**config.mk**
```make
export PLATFORM = sky130hd
export DESIGN_NAME = mtq_ctrl
export DESIGN_NICKNAME = d
export VERILOG_FILES = /design/src/mtq_pkg.sv /design/src/mtq_ctrl.sv
export SDC_FILE = /design/constraint.sdc
export NUM_CORES = 1
export LEC_CHECK = 0
export ABC_AREA = 1
export BUFFER_PORTS_ARGS = -buffer_cell sky130_fd_sc_hd__buf_4
export CORE_MARGIN = 2
export CORE_UTILIZATION = 25
export CTS_BUF_LIST = sky130_fd_sc_hd__clkbuf_16
export CTS_CLUSTER_SIZE = 40
export DETAILED_ROUTE_END_ITERATION = 10
export MAX_ROUTING_LAYER = met4
export PLACE_DENSITY = 0.54
export REMOVE_ABC_BUFFERS = 1
export SLEW_MARGIN = 20
export SYNTH_ARGS = -nofsm -noshare
export SYNTH_HDL_FRONTEND = slang
export SYNTH_SLANG_ARGS = --single-unit
```
**constraint.sdc**
```tcl
create_clock -name clk -period 1.15 [get_ports clk]
set_input_delay 0.23 -clock clk [delete_from_list [all_inputs] [get_ports clk]]
set_output_delay 0.23 -clock clk [all_outputs]
set_load 0.01 [all_outputs]
```
**src/mtq_pkg.sv**
```systemverilog
package mtq_pkg;

  localparam int WORD_BITS = 32;
  localparam int DEPTH_DEF = 128;

  localparam logic signed [WORD_BITS-1:0] WORD_MIN = {1'b1, {(WORD_BITS-1){1'b0}}};

  typedef enum logic {
    MODE_ENQ = 1'b0,
    MODE_DEQ = 1'b1
  } mode_t;

  typedef enum logic [1:0] {
    ST_OK    = 2'd0,
    ST_FULL  = 2'd1,
    ST_EMPTY = 2'd2
  } status_t;

  typedef struct packed {
    logic                        mode;
    logic signed [WORD_BITS-1:0] value;
  } in_t;

  typedef struct packed {
    logic signed [WORD_BITS-1:0] dequeued_value;
    logic signed [WORD_BITS-1:0] max_value;
    logic                        queue_empty;
    status_t                     status;
  } out_t;

  typedef enum logic [2:0] {
    S_IDLE,
    S_EXEC,
    S_POP_RD,
    S_POP_WR,
    S_XFER_RD,
    S_XFER_WR,
    S_FINISH
  } state_t;

  typedef struct packed {
    logic    latch;
    logic    push_back;
    logic    pop_rd;
    logic    pop_wr;
    logic    xfer_rd;
    logic    xfer_wr;
    logic    finish;
    status_t fin_status;
  } cmd_t;

  typedef struct packed {
    logic mode;
    logic front_empty;
    logic back_empty;
    logic back_full;
    logic back_last;
  } sts_t;

endpackage

```
**src/mtq_ctrl.sv**
```systemverilog
module mtq_ctrl (
  input  logic         clk,
  input  logic         rst_n,
  input  logic         start,
  input  mtq_pkg::sts_t sts,
  output mtq_pkg::cmd_t cmd,
  output logic         busy
);
  import mtq_pkg::*;

  state_t  state_r, state_nxt;
  status_t st_r, st_nxt;

  always_ff @(posedge clk) begin
    if (!rst_n) begin
      state_r <= S_IDLE;
      st_r    <= ST_OK;
    end else begin
      state_r <= state_nxt;
      st_r    <= st_nxt;
    end
  end

  always_comb begin
    state_nxt = state_r;
    st_nxt    = st_r;
    case (state_r)
      S_IDLE: begin
        if (start) begin
          state_nxt = S_EXEC;
          st_nxt    = ST_OK;
        end
      end
      S_EXEC: begin
        if (sts.mode == MODE_ENQ) begin
          state_nxt = S_FINISH;
          if (sts.back_full) st_nxt = ST_FULL;
        end else if (!sts.front_empty) begin
          state_nxt = S_POP_RD;
        end else if (!sts.back_empty) begin
          state_nxt = S_XFER_RD;
        end else begin
          state_nxt = S_FINISH;
          st_nxt    = ST_EMPTY;
        end
      end
      S_POP_RD:  state_nxt = S_POP_WR;
      S_POP_WR:  state_nxt = S_FINISH;
      S_XFER_RD: state_nxt = S_XFER_WR;
      S_XFER_WR: state_nxt = sts.back_last ? S_POP_RD : S_XFER_RD;
      S_FINISH:  state_nxt = S_IDLE;
      default:   state_nxt = S_IDLE;
    endcase
  end

  always_comb begin
    cmd            = '0;
    cmd.fin_status = st_r;
    busy           = 1'b1;
    case (state_r)
      S_IDLE: begin
        busy      = 1'b0;
        cmd.latch = start;
      end
      S_EXEC:    cmd.push_back = (sts.mode == MODE_ENQ) && !sts.back_full;
      S_POP_RD:  cmd.pop_rd = 1'b1;
      S_POP_WR:  cmd.pop_wr = 1'b1;
      S_XFER_RD: cmd.xfer_rd = 1'b1;
      S_XFER_WR: cmd.xfer_wr = 1'b1;
      S_FINISH:  cmd.finish = 1'b1;
      default:   cmd = '0;
    endcase
  end

endmodule

```
Word level (Yosys, flattened, before mapping)
Cells that the tools add are included.
- reduce and logical (&&, ||, !) cells: 6
- bitwise gates (word level): 1
- equality and inequality tests: 10
- multiplexer cells: 21
- operators with widths (kind ; number):
    $pmux W3 S6 ; 1
    $mux W2 ; 7
    $mux W3 ; 4
    $eq A3 B3 Y1 const B ; 3
    $ne A3 B3 Y1 const B ; 3
    $mux W1 ; 8
    $reduce_or A7 Y1 ; 1
    $eq A3 B2 Y1 const B ; 2
    $reduce_and A5 Y1 ; 1
    $pmux W2 S2 ; 1
    $eq A3 B1 Y1 const B ; 1
    $logic_not A3 Y1 ; 1
    $ne A2 B2 Y1 const B ; 1
    $reduce_bool A2 Y1 ; 1
    $logic_and A1 B1 Y1 ; 1
    $logic_not A1 Y1 ; 1
    $not A1 Y1 ; 1
- output and inout bits: 10
- word-level logic and storage cells: 40
- bits of input ports: 8
- flip-flop bits (word level): 5

Logic depth before layout (Yosys ltp)
Gate-level depths: netlist (run 1).
- word-level depth: 4
- gate-level depth with buffers: 9
- gate-level depth less buffers: 9

Worst setup path before layout (run 1)
OpenSTA, ideal clock, no wires.
- kind: register -> output
- start: register state_r[0]
- end: output cmd[8] (netlist bit)
- setup slack: 67 ps
- buffers on the path: 1
- arrival time: 853 ps
- stages on the path, launching flop included: 5
- cell sequence: dfxtp_1 > buf_6 > nor2_2 > nand2_2 > nor2_1
- RTL lines (element ; RTL line ; text):
    start, declared ; mtq_ctrl.sv:11 ; state_t state_r, state_nxt;
    start signal, assigned ; mtq_ctrl.sv:19 ; state_r <= state_nxt;
    end, declared ; mtq_ctrl.sv:6 ; output mtq_pkg::cmd_t cmd,

==> reports/qor.txt, run 1 <==
Reg2Reg Depth: 9
die height: 42.8 um
WP buf/inv: 3
share of cells above drive strength 1: 52.9%
r2r endpoint: st_r[0]$_SDFFE_PN0P_
fin cells: 102
Die W: 42.8 um
first-pass GRT wire length: 1.60 mm
Placeable Area: 1350 um^2
cell chain of the critical path: buf_12 -> nor2_2 -> nand2_1 -> inv_1 -> buf_4
Port Buf Inserts: 17
max-slew violations: 0
initial antenna violation count: 0
crit-path max FO: 6
grt ovf: 0
most numerous cell in the Yosys netlist: nor2_1
leak pwr: 0.370 nW
VDD IR max: 0.000806 V
Synth top cells by count: 12 x nor2_1, 10 x inv_1, 10 x nand2_1
adder-cell share of the synthesized area: 0%
EDFF count, synth: 0
clock slew seen by the registers of the worst setup and hold paths: 30 ps
Slew HR: 82.9%
DR DRC count: 0
# H-tree levels: 1
io pins: 18
worst hold endpoint: state_r[1]$_SDFFE_PN0P_
Data required, critical path: 920 ps
Setup Skew: 0.227 ps
min-delay src: sts[0]
antenna cells: 0
mux contribution to synthesized area: 0%
Vias/cell: 4.44
asr flop ratio synth: 0%
CP Class: reg2out
TritonCTS clock tree: done
area grow syn2layout: 81.3%
final net count: 96
crit-path max cell delay: 330 ps
Yosys top cell by area: dfxtp_1
achievable frequency: 775 MHz
Period minus WS final: 1290 ps
compound-cell area share of the yosys netlist: 9.00%
worst hold path type: in2reg
Min-Delay Path Depth: 3
Final period util: 112%
reg2reg start: state_r[2]$_SDFFE_PN0P_
DR pass1 iterations: 4
Core Rows: 13
flop2flop setup slack: -40 ps
Max Cap Viol: 0
CTS sink cnt: 5
CP max stage cell: dfxtp_2
cts bufs inserted: 3
failing checks: setup timing
drt first-iter violations: 6
simple-gate share of the synthesized area: 47.3%
Distinct cells, synth: 19
sequential area share after synthesis: 26.7%
PnR worst setup slack: -141 ps
# fillers: 138
WP data arrival: 1060 ps
pwr dens: 1800 nW/um^2
outcome: complete, but fails checks
startpoint types: register
Die ar.: 1830 um^2
CP top delay family: flip-flops
Hold Fails Final Rpt: 0
Yosys reg bits: 5
post-route ant nets: 0
final setup vio count: 12
routed len/inst: 9.66 um
main combinational cell family by area after synthesis: simple AND/OR/NAND/NOR gates
ys flop type: dfxtp_1
GP Congestion: 0.778
dpl cells: 96
worst slew pin tran: 256 ps
YS warnings: 0
cell count after synthesis: 62
DP Wirelength: 738 um
Post-Route WL: 985 um
Hold WS: 255 ps
RSZ-0062 raised after global routing: yes
mean area per synthesized cell: 6.05 um^2
vias in the first global route: 395
synth top area cells: dfxtp_1 27%, nor2_1 12%, inv_1 10%
Via Count: 453
gr usage total: 11.8%
CTS Root Cell: clkbuf_16
area share of the largest cell type after synthesis: 26.7%
CP Capture Type: output port
synthesized area: 375 um^2
CTS Buffer Depth: 2
Initial Util: 27.8%
clock latency on the worst-skew pair: 230 ps
largest net degree at the start of global routing: 7
xor-xnor portion of the synthesized cell area: 0%
## layout by cell type (no fill, tap or decap)
cell,synthesis,layout
nand4_1,2,2
buf_12,0,1
nand2_4,0,1
inv_4,0,2
clkbuf_16,0,3
nor3_2,0,1
nor2_4,1,2
nand3_1,3,3
a31oi_1,1,1
o21ai_1,1,3
inv_2,4,3
a21oi_1,1,1
nor2_1,12,9
nand2_1,10,8
dfxtp_2,0,1
inv_1,10,10
buf_4,0,21
a211oi_1,1,1
dfxtp_4,0,2
or2_1,1,1
dfxtp_1,5,2
nor2_2,1,3
nand2_2,3,4
nand3_2,2,2
## worst max-delay path by stage
stage                            startpoint  slack (ps)  cells past startpoint                    to
CTS                 state_r[1]$_SDFFE_PN0P_        -150                      6                cmd[7]
global placement    state_r[0]$_SDFFE_PN0P_          -8                      8  st_r[0]$_SDFFE_PN0P_
finish              state_r[2]$_SDFFE_PN0P_        -140                      5                cmd[5]
floorplan           state_r[0]$_SDFFE_PN0P_          40                      4                cmd[7]
detailed placement  state_r[0]$_SDFFE_PN0P_         -30                      8  st_r[0]$_SDFFE_PN0P_
global route        state_r[1]$_SDFFE_PN0P_        -180                      6                cmd[7]
## metal layers
layer / vias up / wire, um / GRT usage [%]
li1: 242 / - / -
met1: 196 / 414 / 15.0
met2: 13 / 472 / 16.1
met3: 2 / 81 / 3.40
met4: 0 / 17 / 7.50
met5: - / 0 / -
## cell type report
cell class	instances	area, um^2	share of cell area, %
clock buffers	3	75.1	11.0
clock inverters	1	3.75	0.551
inverters	14	57.6	8.46
multi-input cells	42	239	35.1
flip-flops and latches	5	109	16.0
well taps	15	18.8	2.76
repair buffers	22	178	26.1
## repair_timing
action / 4_1_cts / 5_1_grt
cloned: 0 / 0
hold buffers: 0 / 0
buffers inserted: 2 / 0
pin swaps: 4 / 2
gates resized for setup: 9 / 9
endpoints found under the setup margin: 12 / 14
endpoints found under the hold margin: 0 / 0
## registers in the layout (all words and copies together) (netlist names)
| name | flops |
|---|---|
| st_r | 2 |
| state_r | 3 |
## power by group
| part | switching [mW] | internal (mW) | total (mW) |
|---|---|---|---|
| clock | 0.112 | 0.450 | 0.562 |
| combinational | 0.221 | 0.200 | 0.421 |
| sequential | 0.0317 | 0.209 | 0.241 |
## metrics by stage
step	utilization [%]	power, mW	cell area, um^2	setup TNS (ps)	setup slack [ps]
2_1_floorplan	-	0.449	364	0	44.8
3_3_place_gp	40.4	0.606	546	-8.24	-8.24
5_1_grt	50.4	1.29	681	-1670	-185
4_1_cts	48.6	1.21	656	-1070	-149
3_5_place_dp	40.4	0.609	546	-50.1	-30.0
6_report	50.4	1.22	681	-987	-141
## worst register-to-register path: stages, from the launching register on
cell and delay (ps):
dfxtp_2 330, buf_12 130, nor2_4 110, buf_4 120
nand2_2 60, nand2_2 100, nand3_2 70, nand2_1 60
inv_1 30, nor2_1 100
## cells by family (layout without fill, tap and decap cells)
logic type,count (synthesis),after routing
AOI/OAI and AO/OA,6,6
buffers and inverters,15,40
DFF,5,5
and+or+nand+nor,36,36
(Power assumes the default switching activity.)
==> run 2, diff against run 1 <==
--- a/config.mk
+++ b/config.mk
@@ -7,13 +7,14 @@
 export LEC_CHECK = 0
 export ABC_AREA = 1
 export BUFFER_PORTS_ARGS = -buffer_cell sky130_fd_sc_hd__buf_4
-export CORE_MARGIN = 2
-export CORE_UTILIZATION = 25
+export CORE_AREA = 2 2 39 41
 export CTS_BUF_LIST = sky130_fd_sc_hd__clkbuf_16
 export CTS_CLUSTER_SIZE = 40
 export DETAILED_ROUTE_END_ITERATION = 10
+export DIE_AREA = 0 0 41 43
+export GPL_TIMING_DRIVEN = 0
 export MAX_ROUTING_LAYER = met4
-export PLACE_DENSITY = 0.54
+export PLACE_DENSITY = 0.58
 export REMOVE_ABC_BUFFERS = 1
 export SLEW_MARGIN = 20
 export SYNTH_ARGS = -nofsm -noshare
==> reports/qor.txt, run 2 (same netlist as run 1, synthesis figures left out) <==
DR pass1 iterations: 2
share of cells above drive strength 1: 58.9%
Core Rows: 14
largest net degree at the start of global routing: 8
CP Class: reg2out
die height: 43 um
initial antenna violation count: 0
min-delay src: sts[0]
worst hold endpoint: state_r[1]$_SDFFE_PN0P_
Reg2Reg Depth: 11
startpoint types: register
outcome: complete, but fails checks
RSZ-0062 raised after global routing: yes
Placeable Area: 1380 um^2
largest register by flop count: state_r
area grow syn2layout: 97.3%
pwr dens: 1730 nW/um^2
Data required, critical path: 920 ps
placed instance area: 512 um^2
Die W: 41 um
final setup vio count: 13
# H-tree levels: 1
reg2reg start: state_r[1]$_SDFFE_PN0P_
clock latency on the worst-skew pair: 230 ps
max-slew violations: 0
WP data arrival: 1060 ps
Vias/cell: 4.36
failing checks: setup timing
drt first-iter violations: 2
gr usage total: 13.7%
grt ovf: 0
VDD IR max: 0.00155 V
Via Count: 462
vias in the first global route: 397
commonest cells after routing, fill and taps aside: 22 x buf_4, 10 x nor2_1, 10 x inv_1, 7 x nand2_1, 4 x inv_2
first-pass GRT wire length: 1.57 mm
Die ar.: 1760 um^2
most common cell after layout, fill and taps aside: buf_4
Port Buf Inserts: 17
crit-path max FO: 3
worst hold path type: in2reg
DR DRC count: 0
Tot Pwr: 1.28 mW
Finished Cell Area: 741 um^2
setup TNS: -916 ps
# hold bufs at CTS: 0
DP Wirelength: 682 um
Setup Skew: 1.36 ps
leak pwr: 0.393 nW
cts bufs inserted: 3
r2r endpoint: st_r[0]$_SDFFE_PN0P_
PnR worst setup slack: -141 ps
Initial Util: 27.1%
achievable frequency: 774 MHz
CTS Buffer Depth: 2
io pins: 18
Slew HR: 85.4%
final net count: 99
routed len/inst: 9.60 um
max FFs per register: 3
CTS Root Cell: clkbuf_16
TritonCTS clock tree: done
final core occ: 53.5%
worst slew pin tran: 218 ps
Period minus WS final: 1290 ps
flop2flop setup slack: -70 ps
Max Cap Viol: 0
Min-Delay Path Depth: 3
Place WS: -118 ps
clock slew seen by the registers of the worst setup and hold paths: 30 ps
Post-Route WL: 1.02 mm
post-route ant nets: 0
antenna cells: 0
Hold Fails Final Rpt: 0
CTS sink cnt: 5
GP Congestion: 0.700
CP Capture Type: output port
biggest regs: state_r (3), st_r (2)
Final period util: 112%
-- run 2: how the worst max path moves through the flow --
stage	cells past startpoint	startpoint	end	slack (ps)
floorplan	4	state_r[0]$_SDFFE_PN0P_	cmd[7]	40
detailed placement	8	state_r[0]$_SDFFE_PN0P_	st_r[0]$_SDFFE_PN0P_	-120
CTS	6	state_r[1]$_SDFFE_PN0P_	cmd[7]	-160
finish	6	state_r[1]$_SDFFE_PN0P_	cmd[7]	-140
global route	6	state_r[1]$_SDFFE_PN0P_	cmd[7]	-180
global placement	8	state_r[0]$_SDFFE_PN0P_	st_r[0]$_SDFFE_PN0P_	-110
-- run 2: area by class of cell --
type	instances	area (um^2)
Timing Repair Buffer	25	199
Clock inverter	1	3.75
Clock buffer	3	75.1
Tap cell	16	20.0
Multi-Input combinational cell	42	277
Sequential cell	5	111
Inverter	14	55.1
Fill cell	149	643
-- run 2: where the power goes --
part / internal [mW] / switching [mW] / leakage [nW]
Combinational: 0.236 / 0.234 / 0.307
Sequential: 0.209 / 0.0417 / 0.0432
Clock: 0.450 / 0.112 / 0.0423
-- run 2: stage by stage --
step | hold WS, ps | cells
6_report | 258 | 106
5_1_grt | 274 | 106
4_1_cts | 254 | 102
3_5_place_dp | 490 | 94
3_3_place_gp | 484 | 94
2_1_floorplan | 351 | 61
-- run 2: timing repair --
| action | 4_1_cts | 5_1_grt |
|---|---|---|
| endpoints found under the setup margin | 12 | 13 |
| setup buffers | 4 | 4 |
| pin swaps | 3 | 10 |
| gates cloned | 0 | 0 |
| resized for setup | 15 | 13 |
-- run 2: critical path: stages (launching register included) --
cell and delay, ps:
dfxtp_4 350, inv_4 70, nand2_4 50, nor2_4 80, nand2_2 60, nor2_1 100, buf_4 120
-- run 2: per-layer routing --
metal  track usage (%)  part of all wire, %  up-vias  wire length [um]
met2              19.7                   48       15               489
met3              3.14                  7.2        2                73
met4              8.00                  2.6        0                26
met5                 -                    0        -                 0
li1                  -                    -      250                 -
met1              16.8                   42      195               428
